`config.mk`:
```
export PLATFORM = sky130hd
export DESIGN_NAME = ansi_escape_strip_line_framer
export DESIGN_NICKNAME = d
export VERILOG_FILES = /design/src/aesf_pkg.sv /design/src/aesf_parser.sv /design/src/aesf_framer.sv /design/src/aesf_outq.sv /design/src/ansi_escape_strip_line_framer.sv
export SDC_FILE = /design/constraint.sdc
export NUM_CORES = 1
export LEC_CHECK = 0
export BUFFER_PORTS_ARGS = -buffer_cell sky130_fd_sc_hd__buf_2
export CAP_MARGIN = 0
export CORE_UTILIZATION = 50
export CTS_CLUSTER_DIAMETER = 150
export DETAILED_ROUTE_END_ITERATION = 10
export PLACE_DENSITY = 0.69
export SYNTH_ARGS = -nofsm -noshare
export SYNTH_HDL_FRONTEND = slang
export SYNTH_SLANG_ARGS = --single-unit
```
`constraint.sdc`:
```
create_clock -name clk -period 5.6 [get_ports clk]
set_clock_uncertainty 0.1 [all_clocks]
set_input_delay 1.4 -clock clk [delete_from_list [all_inputs] [get_ports clk]]
set_output_delay 1.4 -clock clk [all_outputs]
set_load 0.005 [all_outputs]
```
`src/aesf_pkg.sv`:
```
// Shared types and constants for the ANSI escape strip line framer.
package aesf_pkg;

	// Byte values the parser and framer look for.
	localparam logic [7:0] CHAR_ESC       = 8'h1B;
	localparam logic [7:0] CHAR_BEL       = 8'h07;
	localparam logic [7:0] CHAR_NEWLINE   = 8'h0A;
	localparam logic [7:0] CHAR_BACKSLASH = 8'h5C;
	localparam logic [7:0] CHAR_LBRACKET  = 8'h5B;
	localparam logic [7:0] CHAR_RBRACKET  = 8'h5D;
	localparam logic [7:0] CHAR_UPPER_P   = 8'h50;
	localparam logic [7:0] CHAR_UPPER_X   = 8'h58;
	localparam logic [7:0] CHAR_CARET     = 8'h5E;
	localparam logic [7:0] CHAR_UNDERLINE = 8'h5F;
	localparam logic [7:0] CSI_FINAL_LO   = 8'h40;
	localparam logic [7:0] CSI_FINAL_HI   = 8'h7E;
	localparam logic [7:0] PRINT_LO       = 8'd32;
	localparam logic [7:0] PRINT_HI       = 8'd126;

	// Column and line length width.
	localparam int COL_BITS = 13;

	// Configuration register indexes.
	localparam int CFG_INDEX_BITS = 1;
	localparam int CFG_DATA_BITS  = 13;
	localparam logic [CFG_INDEX_BITS-1:0] REG_ENABLE        = 1'd0;
	localparam logic [CFG_INDEX_BITS-1:0] REG_LINE_CAPACITY = 1'd1;
	localparam logic [COL_BITS-1:0]       CAPACITY_RESET    = 13'd8191;

	// One result word, without its line number.
	typedef struct packed {
		logic [7:0]          char_out;
		logic                line_end;
		logic                forced_break;
		logic [COL_BITS-1:0] column;
		logic                last;
	} result_t;

endpackage

```
`src/aesf_parser.sv`:
```
// Escape sequence parser: tracks the sequence mode and flags bytes kept as text.
module aesf_parser (
	input  logic       clk,
	input  logic       arst_n,
	input  logic       advance,
	input  logic [7:0] data_byte,
	output logic       keep
);

	typedef enum logic [3:0] {
		MODE_NORMAL = 4'd0,
		MODE_ESC    = 4'd1,
		MODE_CSI    = 4'd2,
		MODE_OSC    = 4'd3,
		MODE_DCS    = 4'd4,
		MODE_SOS    = 4'd5,
		MODE_PM     = 4'd6,
		MODE_APC    = 4'd7,
		MODE_STEND  = 4'd8
	} mode_t;

	mode_t mode_q;
	mode_t mode_next;

	// Next mode and keep decision for the byte at hand.
	always_comb begin
		mode_next = mode_q;
		keep      = 1'b0;
		case (mode_q)
			MODE_ESC: begin
				case (data_byte)
					aesf_pkg::CHAR_LBRACKET:  mode_next = MODE_CSI;
					aesf_pkg::CHAR_RBRACKET:  mode_next = MODE_OSC;
					aesf_pkg::CHAR_UPPER_P:   mode_next = MODE_DCS;
					aesf_pkg::CHAR_UPPER_X:   mode_next = MODE_SOS;
					aesf_pkg::CHAR_CARET:     mode_next = MODE_PM;
					aesf_pkg::CHAR_UNDERLINE: mode_next = MODE_APC;
					default:                  mode_next = MODE_NORMAL;
				endcase
			end
			MODE_CSI: begin
				if (data_byte inside {[aesf_pkg::CSI_FINAL_LO:aesf_pkg::CSI_FINAL_HI]}) begin
					mode_next = MODE_NORMAL;
				end
			end
			MODE_OSC: begin
				if (data_byte == aesf_pkg::CHAR_BEL) begin
					mode_next = MODE_NORMAL;
				end else if (data_byte == aesf_pkg::CHAR_ESC) begin
					mode_next = MODE_STEND;
				end
			end
			MODE_DCS, MODE_SOS, MODE_PM, MODE_APC: begin
				if (data_byte == aesf_pkg::CHAR_ESC) begin
					mode_next = MODE_STEND;
				end
			end
			MODE_STEND: begin
				// A bad terminator falls back to the OSC string state.
				mode_next = (data_byte == aesf_pkg::CHAR_BACKSLASH) ? MODE_NORMAL : MODE_OSC;
			end
			default: begin
				if (data_byte == aesf_pkg::CHAR_ESC) begin
					mode_next = MODE_ESC;
				end else begin
					mode_next = MODE_NORMAL;
					keep = (data_byte inside {[aesf_pkg::PRINT_LO:aesf_pkg::PRINT_HI]})
						|| (data_byte == aesf_pkg::CHAR_NEWLINE);
				end
			end
		endcase
	end

	// Mode register.
	always_ff @(posedge clk or negedge arst_n) begin
		if (!arst_n) begin
			mode_q <= MODE_NORMAL;
		end else if (advance) begin
			mode_q <= mode_next;
		end
	end

endmodule

```
`src/aesf_framer.sv`:
```
// Line framer: builds the one or two result words for a kept byte.
module aesf_framer #(
	parameter int LINE_NUMBER_BITS = 24
) (
	input  logic                          clk,
	input  logic                          arst_n,
	input  logic                          commit,
	input  logic                          kept,
	input  logic [7:0]                    data_byte,
	input  logic [aesf_pkg::COL_BITS-1:0] line_capacity,
	output logic [1:0]                    count,
	output aesf_pkg::result_t             res_a,
	output logic [LINE_NUMBER_BITS-1:0]   ln_a,
	output aesf_pkg::result_t             res_b,
	output logic [LINE_NUMBER_BITS-1:0]   ln_b
);

	localparam logic [LINE_NUMBER_BITS-1:0] LN_MAX = '1;

	logic [aesf_pkg::COL_BITS-1:0] line_length_q;
	logic [LINE_NUMBER_BITS-1:0]   line_counter_q;
	logic [aesf_pkg::COL_BITS-1:0] cap_eff;
	logic [LINE_NUMBER_BITS-1:0]   counter_inc;
	logic                          is_newline;
	logic                          full;

	// Line full test and saturating counter step.
	always_comb begin
		cap_eff     = (line_capacity == '0) ? aesf_pkg::COL_BITS'(1) : line_capacity;
		full        = (line_length_q >= cap_eff);
		is_newline  = (data_byte == aesf_pkg::CHAR_NEWLINE);
		counter_inc = (line_counter_q == LN_MAX) ? line_counter_q
			: line_counter_q + LINE_NUMBER_BITS'(1);
	end

	// Result words: line end first when there is one, character after it.
	always_comb begin
		res_a              = '0;
		res_b              = '0;
		ln_a               = line_counter_q;
		ln_b               = counter_inc;
		res_b.char_out     = data_byte;
		res_b.column       = '0;
		res_b.last         = 1'b1;
		if (!kept) begin
			count = 2'd0;
		end else if (is_newline) begin
			count          = 2'd1;
			res_a.line_end = 1'b1;
			res_a.last     = 1'b1;
		end else if (full) begin
			count              = 2'd2;
			res_a.line_end     = 1'b1;
			res_a.forced_break = 1'b1;
		end else begin
			count          = 2'd1;
			res_a.char_out = data_byte;
			res_a.column   = line_length_q;
			res_a.last     = 1'b1;
		end
	end

	// Line length and line number registers.
	always_ff @(posedge clk or negedge arst_n) begin
		if (!arst_n) begin
			line_length_q  <= '0;
			line_counter_q <= '0;
		end else if (commit && kept) begin
			if (is_newline) begin
				line_length_q  <= '0;
				line_counter_q <= counter_inc;
			end else if (full) begin
				line_length_q  <= aesf_pkg::COL_BITS'(1);
				line_counter_q <= counter_inc;
			end else begin
				line_length_q  <= line_length_q + aesf_pkg::COL_BITS'(1);
			end
		end
	end

endmodule

```
`src/aesf_outq.sv`:
```
// Two-entry result queue that takes one or two words and hands out one a cycle while out_ready is high.
module aesf_outq #(
	parameter int LINE_NUMBER_BITS = 24
) (
	input  logic                        clk,
	input  logic                        arst_n,
	input  logic                        push_valid,
	input  logic [1:0]                  push_count,
	input  aesf_pkg::result_t           res_a,
	input  logic [LINE_NUMBER_BITS-1:0] ln_a,
	input  aesf_pkg::result_t           res_b,
	input  logic [LINE_NUMBER_BITS-1:0] ln_b,
	output logic                        take,
	output logic                        out_valid,
	input  logic                        out_ready,
	output aesf_pkg::result_t           head,
	output logic [LINE_NUMBER_BITS-1:0] head_ln
);

	aesf_pkg::result_t           e0_q;
	aesf_pkg::result_t           e1_q;
	logic [LINE_NUMBER_BITS-1:0] ln0_q;
	logic [LINE_NUMBER_BITS-1:0] ln1_q;
	logic [1:0]                  cnt_q;
	logic                        pop;
	logic [1:0]                  cnt_p;
	logic [1:0]                  push_n;

	// Room check after this cycle's pop.
	always_comb begin
		pop       = (cnt_q != 2'd0) && out_ready;
		cnt_p     = cnt_q - {1'b0, pop};
		take      = push_valid && ({1'b0, cnt_p} + {1'b0, push_count} <= 3'd2);
		push_n    = take ? push_count : 2'd0;
		out_valid = (cnt_q != 2'd0);
		head      = e0_q;
		head_ln   = ln0_q;
	end

	// Queue count.
	always_ff @(posedge clk or negedge arst_n) begin
		if (!arst_n) begin
			cnt_q <= 2'd0;
		end else begin
			cnt_q <= cnt_p + push_n;
		end
	end

	// Queue entries; the head shifts forward on a pop.
	always_ff @(posedge clk) begin
		case (cnt_p)
			2'd0: begin
				e0_q  <= res_a;
				ln0_q <= ln_a;
				e1_q  <= res_b;
				ln1_q <= ln_b;
			end
			2'd1: begin
				if (pop) begin
					e0_q  <= e1_q;
					ln0_q <= ln1_q;
				end
				e1_q  <= res_a;
				ln1_q <= ln_a;
			end
			default: begin
				e0_q  <= e0_q;
				ln0_q <= ln0_q;
			end
		endcase
	end

endmodule

```
`src/ansi_escape_strip_line_framer.sv`:
```
// ANSI escape strip line framer: one console byte a cycle in, one result word a cycle out, when neither side stalls.
// Accepts one raw byte per cycle into an input register; the parser and line framer turn
// it into zero, one or two result words (a line end, a character, or a forced line end
// followed by a character) which go into a two-entry output queue. With out_ready held
// high, bytes that yield at most one word flow at one byte per cycle; a byte that yields
// two words can hold back the input, since the output port delivers one word a cycle. Bytes
// are ignored while enable is 0. Configuration writes take effect at once and are meant to
// be made while no byte is in flight.
module ansi_escape_strip_line_framer #(
	parameter int LINE_NUMBER_BITS = 24
) (
	input  logic                                clk,
	input  logic                                arst_n,
	input  logic                                cfg_we,
	input  logic [aesf_pkg::CFG_INDEX_BITS-1:0] cfg_index,
	input  logic [aesf_pkg::CFG_DATA_BITS-1:0]  cfg_data,
	input  logic                                in_valid,
	output logic                                in_ready,
	input  logic [7:0]                          data_byte,
	output logic                                out_valid,
	input  logic                                out_ready,
	output logic [7:0]                          char_out,
	output logic                                line_end,
	output logic                                forced_break,
	output logic [LINE_NUMBER_BITS-1:0]         line_number,
	output logic [aesf_pkg::COL_BITS-1:0]       column,
	output logic                                last
);

	logic                          enable_q;
	logic [aesf_pkg::COL_BITS-1:0] line_capacity_q;
	logic                          valid_s1;
	logic [7:0]                    data_s1;
	logic                          keep;
	logic                          take;
	logic                          advance;
	logic [1:0]                    count;
	aesf_pkg::result_t             res_a;
	aesf_pkg::result_t             res_b;
	aesf_pkg::result_t             head;
	logic [LINE_NUMBER_BITS-1:0]   ln_a;
	logic [LINE_NUMBER_BITS-1:0]   ln_b;

	// Configuration registers.
	always_ff @(posedge clk or negedge arst_n) begin
		if (!arst_n) begin
			enable_q        <= 1'b0;
			line_capacity_q <= aesf_pkg::CAPACITY_RESET;
		end else if (cfg_we) begin
			case (cfg_index)
				aesf_pkg::REG_ENABLE:        enable_q        <= cfg_data[0];
				aesf_pkg::REG_LINE_CAPACITY: line_capacity_q <= cfg_data;
				default:                     enable_q        <= enable_q;
			endcase
		end
	end

	// Input register; refills in the same cycle its word is taken.
	assign in_ready = !valid_s1 || take;
	assign advance  = take && enable_q;

	always_ff @(posedge clk or negedge arst_n) begin
		if (!arst_n) begin
			valid_s1 <= 1'b0;
		end else if (in_ready) begin
			valid_s1 <= in_valid;
		end
	end

	always_ff @(posedge clk) begin
		if (in_ready && in_valid) begin
			data_s1 <= data_byte;
		end
	end

	aesf_parser u_parser (
		.clk       (clk),
		.arst_n    (arst_n),
		.advance   (advance),
		.data_byte (data_s1),
		.keep      (keep)
	);

	aesf_framer #(
		.LINE_NUMBER_BITS (LINE_NUMBER_BITS)
	) u_framer (
		.clk           (clk),
		.arst_n        (arst_n),
		.commit        (advance),
		.kept          (keep && enable_q),
		.data_byte     (data_s1),
		.line_capacity (line_capacity_q),
		.count         (count),
		.res_a         (res_a),
		.ln_a          (ln_a),
		.res_b         (res_b),
		.ln_b          (ln_b)
	);

	aesf_outq #(
		.LINE_NUMBER_BITS (LINE_NUMBER_BITS)
	) u_outq (
		.clk        (clk),
		.arst_n     (arst_n),
		.push_valid (valid_s1),
		.push_count (count),
		.res_a      (res_a),
		.ln_a       (ln_a),
		.res_b      (res_b),
		.ln_b       (ln_b),
		.take       (take),
		.out_valid  (out_valid),
		.out_ready  (out_ready),
		.head       (head),
		.head_ln    (line_number)
	);

	// Output fields from the queue head.
	assign char_out     = head.char_out;
	assign line_end     = head.line_end;
	assign forced_break = head.forced_break;
	assign column       = head.column;
	assign last         = head.last;

endmodule

```
# Yosys cells after proc, flatten, opt, wreduce, memory -nomap -nowiden
# Index checks and enable logic that the tools add are counted.
# totals
in_bits	27
wordCells	109
register_bits	162
output_inout_bits	50
# classes
magnitude_cmp	5
n_addsub	5
reduce_logical	23
eq_ne	22
mux	33
n_bitwise	1
# op_table
cell	n
case mux 24 bit (2 select lines)	4
two-way mux 24 bit	6
== test 8 x 7 -> 1 bit, second input constant	7
two-way mux 13 bit	3
two-way mux 14 bit	2
adder 24 x 1 -> 24 bit, second input constant	1
== test 24 bit, second input constant	1
case mux 4 bit (5 select lines)	1
case mux 3 bit (6 select lines)	1
== test 4 x 3 -> 1 bit, second input constant	4
two-way mux 8 bit	2
adder 13 x 1 -> 13 bit, second input constant	1
greater-or-equal comparator 13 bit	1
zero test 13 bit	1
two-way mux 2 bit	6
two-way mux 4 bit	3
AND reduction 2 bit	5
== test 4 x 2 -> 1 bit, second input constant	2
== test 8 x 3 -> 1 bit, second input constant	1
== test 8 x 4 -> 1 bit, second input constant	1
== test 8 x 5 -> 1 bit, second input constant	1
greater-or-equal comparator 8 x 6 -> 1 bit, second input constant	1
greater-or-equal comparator 8 x 7 -> 1 bit, second input constant	1
<= comparator 8 x 7 -> 1 bit, second input constant	1
17 further kinds	32

# Longest topological paths before layout
# depth
ltp_word	13
depth_mapped	21
mapped_depth_nobuf	19

# Cells and area by module
# A second synthesis with hierarchy kept.
# hier_totals
hier_cells	654
hier_area_um2	8610.8
# modules_own_cells
mod	cells_per_inst	area_per_inst_um2	n_inst	seq_area_each_um2
aesf_outq	227	4414.2	1	2932.8
aesf_framer	322	2831.5	1	925.9
ansi_escape_strip_line_framer	45	884.6	1	631.9
aesf_parser	60	480.5	1	100.1

# Worst setup path before layout
# No wires, ideal clock.
# synth_path
kind	in2reg
from	in out_ready
to	reg u_outq.e0_q (netlist bit u_outq.head[0]) (enable)
setup_ns	0.455
cell_stages	4
path_slack_ns	1.066
t_required_ns	5.045
arrival_ns	3.979
n_path_buf	0
path_cell_list	and2_1 > ha_1 > xor2_1 > nor2_1
# synth_via
elab_chain_len	5
elab_cells_between_ends	7
classes_between	add/sub: 1; eq/ne: 2; reduce/logical: 4
# synth_rtl
element	line	text
start, declared	ansi_escape_strip_line_framer.sv:21	input logic out_ready,
logical AND 1 bit *	aesf_outq.sv:31	pop = (cnt_q != 2'd0) && out_ready;
subtractor 2 x 1 -> 2 bit	aesf_outq.sv:32	cnt_p = cnt_q - {1'b0, pop};
== test 2 x 1 -> 1 bit or zero test 2 bit (tied branches)	aesf_outq.sv:51	case (cnt_p)
!= test 2 x 1 -> 1 bit (no line) or nonzero test 2 bit (tied branches)	-	
AND reduction 2 bit (no line) *	-	
end signal, assigned	aesf_outq.sv:53	e0_q <= res_a;
end signal, assigned	aesf_outq.sv:60	e0_q <= e1_q;
end signal, assigned	aesf_outq.sv:67	e0_q <= e0_q;
end, declared	aesf_outq.sv:20	aesf_pkg::result_t e0_q;
# Every way passes the cells marked *; elsewhere a longest branch is shown, timed or not.
# A chain may end at the register's enable or synchronous reset.

# Worst setup path after layout
# layout_path
from	reg line_capacity_q[9] (netlist bit)
to	out in_ready
# layout_via
elab_chain_len	10
# layout_rtl
element	line	text
start, declared	ansi_escape_strip_line_framer.sv:31	logic [aesf_pkg::COL_BITS-1:0] line_capacity_q;
start signal, assigned	ansi_escape_strip_line_framer.sv:48	line_capacity_q <= aesf_pkg::CAPACITY_RESET;
start signal, assigned	ansi_escape_strip_line_framer.sv:52	aesf_pkg::REG_LINE_CAPACITY: line_capacity_q <= cfg_data;
zero test 13 bit	aesf_framer.sv:29	cap_eff = (line_capacity == '0) ? aesf_pkg::COL_BITS'(1) : line_capacity;
two-way mux 13 bit *	aesf_framer.sv:29	
greater-or-equal comparator 13 bit *	aesf_framer.sv:30	full = (line_length_q >= cap_eff);
two-way mux 2 bit *	aesf_framer.sv:51	end else if (full) begin
two-way mux 2 bit *	aesf_framer.sv:47	end else if (is_newline) begin
two-way mux 2 bit *	aesf_framer.sv:45	if (!kept) begin
adder 2 x 2 -> 3 bit *	aesf_outq.sv:33	take = push_valid && ({1'b0, cnt_p} + {1'b0, push_count} <= 3'd2);
<= comparator 3 x 2 -> 1 bit *	aesf_outq.sv:33	
logical AND 1 bit *	aesf_outq.sv:33	
logical OR 1 bit *	ansi_escape_strip_line_framer.sv:59	assign in_ready = !valid_s1 || take;
end, declared	ansi_escape_strip_line_framer.sv:18	output logic in_ready,
# Marks and branches as above.

==> impl_metrics.csv <==
group,metric,value,unit
logic_synthesis,yosysTopAreaCell,"edfxtp_1",
logic_synthesis,synth_top_family_by_area,"simple AND/OR/NAND/NOR gates",
logic_synthesis,synthCells,684,
timing,drv_slew,0,
logic_synthesis,synth_cell_types,54,
critical_path,worstPathArrival,3.69,ns
clocking,postCtsSetupRepairBufs,0,
detailed_routing,via_count,5312,
min_path,holdPathStages,2,
timing,fin_crit_sh,92.7,%
floorplanning,num_rows,45,
outcome,status,"finished, final reports clean",
logic_synthesis,synthXorXnorAreaFrac,5.54,%
pwr,clkPwrFrac,23.6,%
detailed_routing,drc_errors,0,
clocking,insertion_delay,0.43,ns
min_path,hold_end,"u_outq.head_ln[3]",
clocking,clk_transition_reported_paths,0.06,ns
logic_synthesis,synth_compound_area_share,7.56,%
global_route,grt_pass1_vias,5243,
critical_path,r2r_setup_slack,1.04,ns
global_route,grt_overflow,0,
logic_synthesis,async_flop_share,35.8,%
timing,fin_hold_ws,0.406,ns
finish,drive_gt1_share,20.0,%
global_route,antenna_found_initial,0,
finish,syn_to_final_growth,13.8,%
critical_path,cp-start-kind,"register",
clocking,cts_hold_buf,0,
finish,fin_nets,794,
critical_path,path_class,"register to output pin",
global_route,grt_util_all_layers,20.5,%
logic_synthesis,synth_edf_count,104,
detailed_routing,first_iter_violations,395,
clocking,cts.sinks,162,
placed_design,gp_congestion,0.824,
timing,period_needed,5.19,ns
clocking,cts-resized-gates,0,
timing,hold_violations,0,
pwr,sw_frac_of_total,34.4,%
critical_path,r2r_start,"line_capacity_q[9]",
timing,rsz0062_at_grt,"false",
finish,regArea,4590,um2
detailed_routing,wl_per_cell,16.1,um
placed_design,portBuffers,76,
finish,antenna_cells,0,
timing,setup_tns,0,ns
logic_synthesis,mappedNetlistArea,7740,um2
clocking,ctsHtreeMaxLevel,4,
logic_synthesis,synth.avg_cell_area,11.3,um2
clocking,cts_buffers,17,
floorplanning,die_x,126,um
floorplanning,die_area,16000,um2
timing,setup_violations,0,
logic_synthesis,synthSimpleGateAreaFrac,18.5,%
floorplanning,ios,77,
logic_synthesis,synthTopCellsByArea,"edfxtp_1, dfrtp_1, nand2_1",
logic_synthesis,ys_warn_count,0,
critical_path,cp-end-kind,"output pin",
pwr,max-vdd-ir-drop,0.000367,V
logic_synthesis,ys_seq_area_share,59.3,%
timing,max_freq,193,MHz
logic_synthesis,synth_ff_type,"edfxtp_1",
min_path,min_path_type,"register to register",
finish,multi_input_area,2900,um2
critical_path,r2r_cells,19,
detailed_routing,antenna_left,0,
critical_path,crit_fanout,6,
finish,stdcell_area,8810,um2
finish,fill_cells,1245,
pwr,intPower,3.04,mW
pwr,p_switching,1.60,mW
clocking,cts_root_buf,"clkbuf_16",
global_route,grt_start_max_net_pins,59,
floorplanning,die_y,126,um
timing,tightestPinTransition,0.973,ns
run,drv_cap,0,
pwr,pwr-share-comb,30.4,%
logic_synthesis,synth_top_area_share,40.3,%
placed_design,dp_hpwl,10.2,mm
logic_synthesis,synth_fa_ha_area_share,3.30,%
floorplanning,initial_utilization,51.1,%
clocking,cts_tree,"yes",
pwr,power_density,527,nW/um2
logic_synthesis,ys_ff_latch,162,
floorplanning,core_area,15100,um2
pwr,power.leakage,3.72,nW
clocking,clockBufferDepth,2,
detailed_routing,wirelength,15.3,mm
detailed_routing,via_per_inst,5.60,
critical_path,crit_required,4.10,ns
min_path,hold_start,"u_outq.ln1_q[3]",
global_route,grt_pass1_wl,25.4,mm
critical_path,r2r_end,"u_framer.ln_a[5]",
pwr,seq_power_share,46.0,%
detailed_routing,dr.pass1.iters,7,
logic_synthesis,syn_nets,730,
placed_design,placed_cell_area,8260,um2
logic_synthesis,synth_mux_area_share,2.33,%
timing,relSlewSlack,35.2,%
## cell families after synthesis
family | after synthesis
buf+inv | 63
flops | 162
fa+ha+maj | 20
compound gates | 86
mux | 16
xor+xnor | 49
simple gates | 288
## stage by stage
| step | cells | worst slack, ns | power [mW] | utilization (%) |
|---|---|---|---|---|
| global route | 948 | 0.0989 | 4.93 | 58.2 |
| CTS | 948 | 0.271 | 4.69 | 58.1 |
| global placement | 917 | 0.542 | 3.52 | 54.5 |
| detailed placement | 917 | 0.482 | 3.59 | 54.5 |
| finish | 948 | 0.409 | 4.64 | 58.2 |
| floorplan | 684 | 1.07 | 3.03 | - |
## final cells by class
cell class	instances	area share, %
sequential	162	52.1
inverter	24	1.02
tap	188	2.67
clock buffer	19	4.91
multi-input combinational	459	32.9
timing repair buffer	84	5.00
clock inverter	12	1.34
## registers in the layout, summed over array words and instances (netlist names)
name	count
u_outq.head	24
u_outq.head_ln	24
data_s1	8
line_capacity_q	13
valid_s1	1
u_outq.cnt_q	2
enable_q	1
u_outq.e1_q	24
u_framer.ln_a	24
u_framer.line_length_q	13
u_parser.mode_q	4
u_outq.ln1_q	24
## worst max path at each step
stage | start | endpoint | slack (ns) | cells after the start
after global placement | out_ready | in_ready | 0.54 | 8
after detailed placement | out_ready | in_ready | 0.48 | 8
after global routing | line_capacity_q[12] | in_ready | 0.1 | 14
final | line_capacity_q[9] | in_ready | 0.41 | 15
after floorplan | out_ready | u_outq.head[0] | 1.07 | 4
after CTS | line_capacity_q[9] | in_ready | 0.27 | 15
## power groups by stage
stage | Combinational, mW | Clock, mW | Sequential [mW]
3_5_place_dp | 1.43 | 0 | 2.16
3_3_place_gp | 1.38 | 0 | 2.14
2_1_floorplan | 0.886 | 0 | 2.14
6_report | 1.41 | 1.09 | 2.14
5_1_grt | 1.58 | 1.16 | 2.19
4_1_cts | 1.43 | 1.11 | 2.14
## synth_stat cells, types with 18 or more instances
cell and count:
inv_1 24, a22o_1 28, nor2_1 32, nand2_1 115, nand4_1 21, dfrtp_1 45, clkbuf_1 29, nor3_1 27
xnor2_1 24, xor2_1 25, and2_1 18, o21ai_0 23, nand3_1 20, ha_1 18, edfxtp_1 104
## critical path, cell delays in order, from the launching register on
cell	delay (ns)
dfstp_2	0.53
inv_1	0.05
nand4_1	0.09
nor4_1	0.05
a31o_2	0.24
ha_1	0.27
nor2b_1	0.04
o21ai_0	0.22
a21oi_1	0.12
a21oi_2	0.28
nor2_1	0.08
ha_1	0.20
fa_1	0.44
a21oi_1	0.33
nand2b_1	0.19
buf_2	0.12
## placed cells by master (no fill, tap or decap), types with 9 or more instances in the layout
cell       instances
dfrtp_1           45
a22o_1            28
inv_1             23
o21ai_0           23
buf_2             76
and3_1             9
a21oi_1           15
and2_1            18
nor4_1            15
ha_1              18
nor2_1            30
clkbuf_16         17
nand2_1          115
dfstp_2           13
edfxtp_1         104
xor2_1            25
mux2_2            16
nand4_1           21
xnor2_1           24
nor3_1            27
nand3_1           20
## routing by layer
layer	GRT usage, %	wire length (um)	vias up
li1	-	-	2577
met1	25.6	6870	2570
met2	34.7	7460	140
met3	4.93	672	25
met4	8.01	280	0
met5	0	0	-
(Power assumes the default switching activity.)
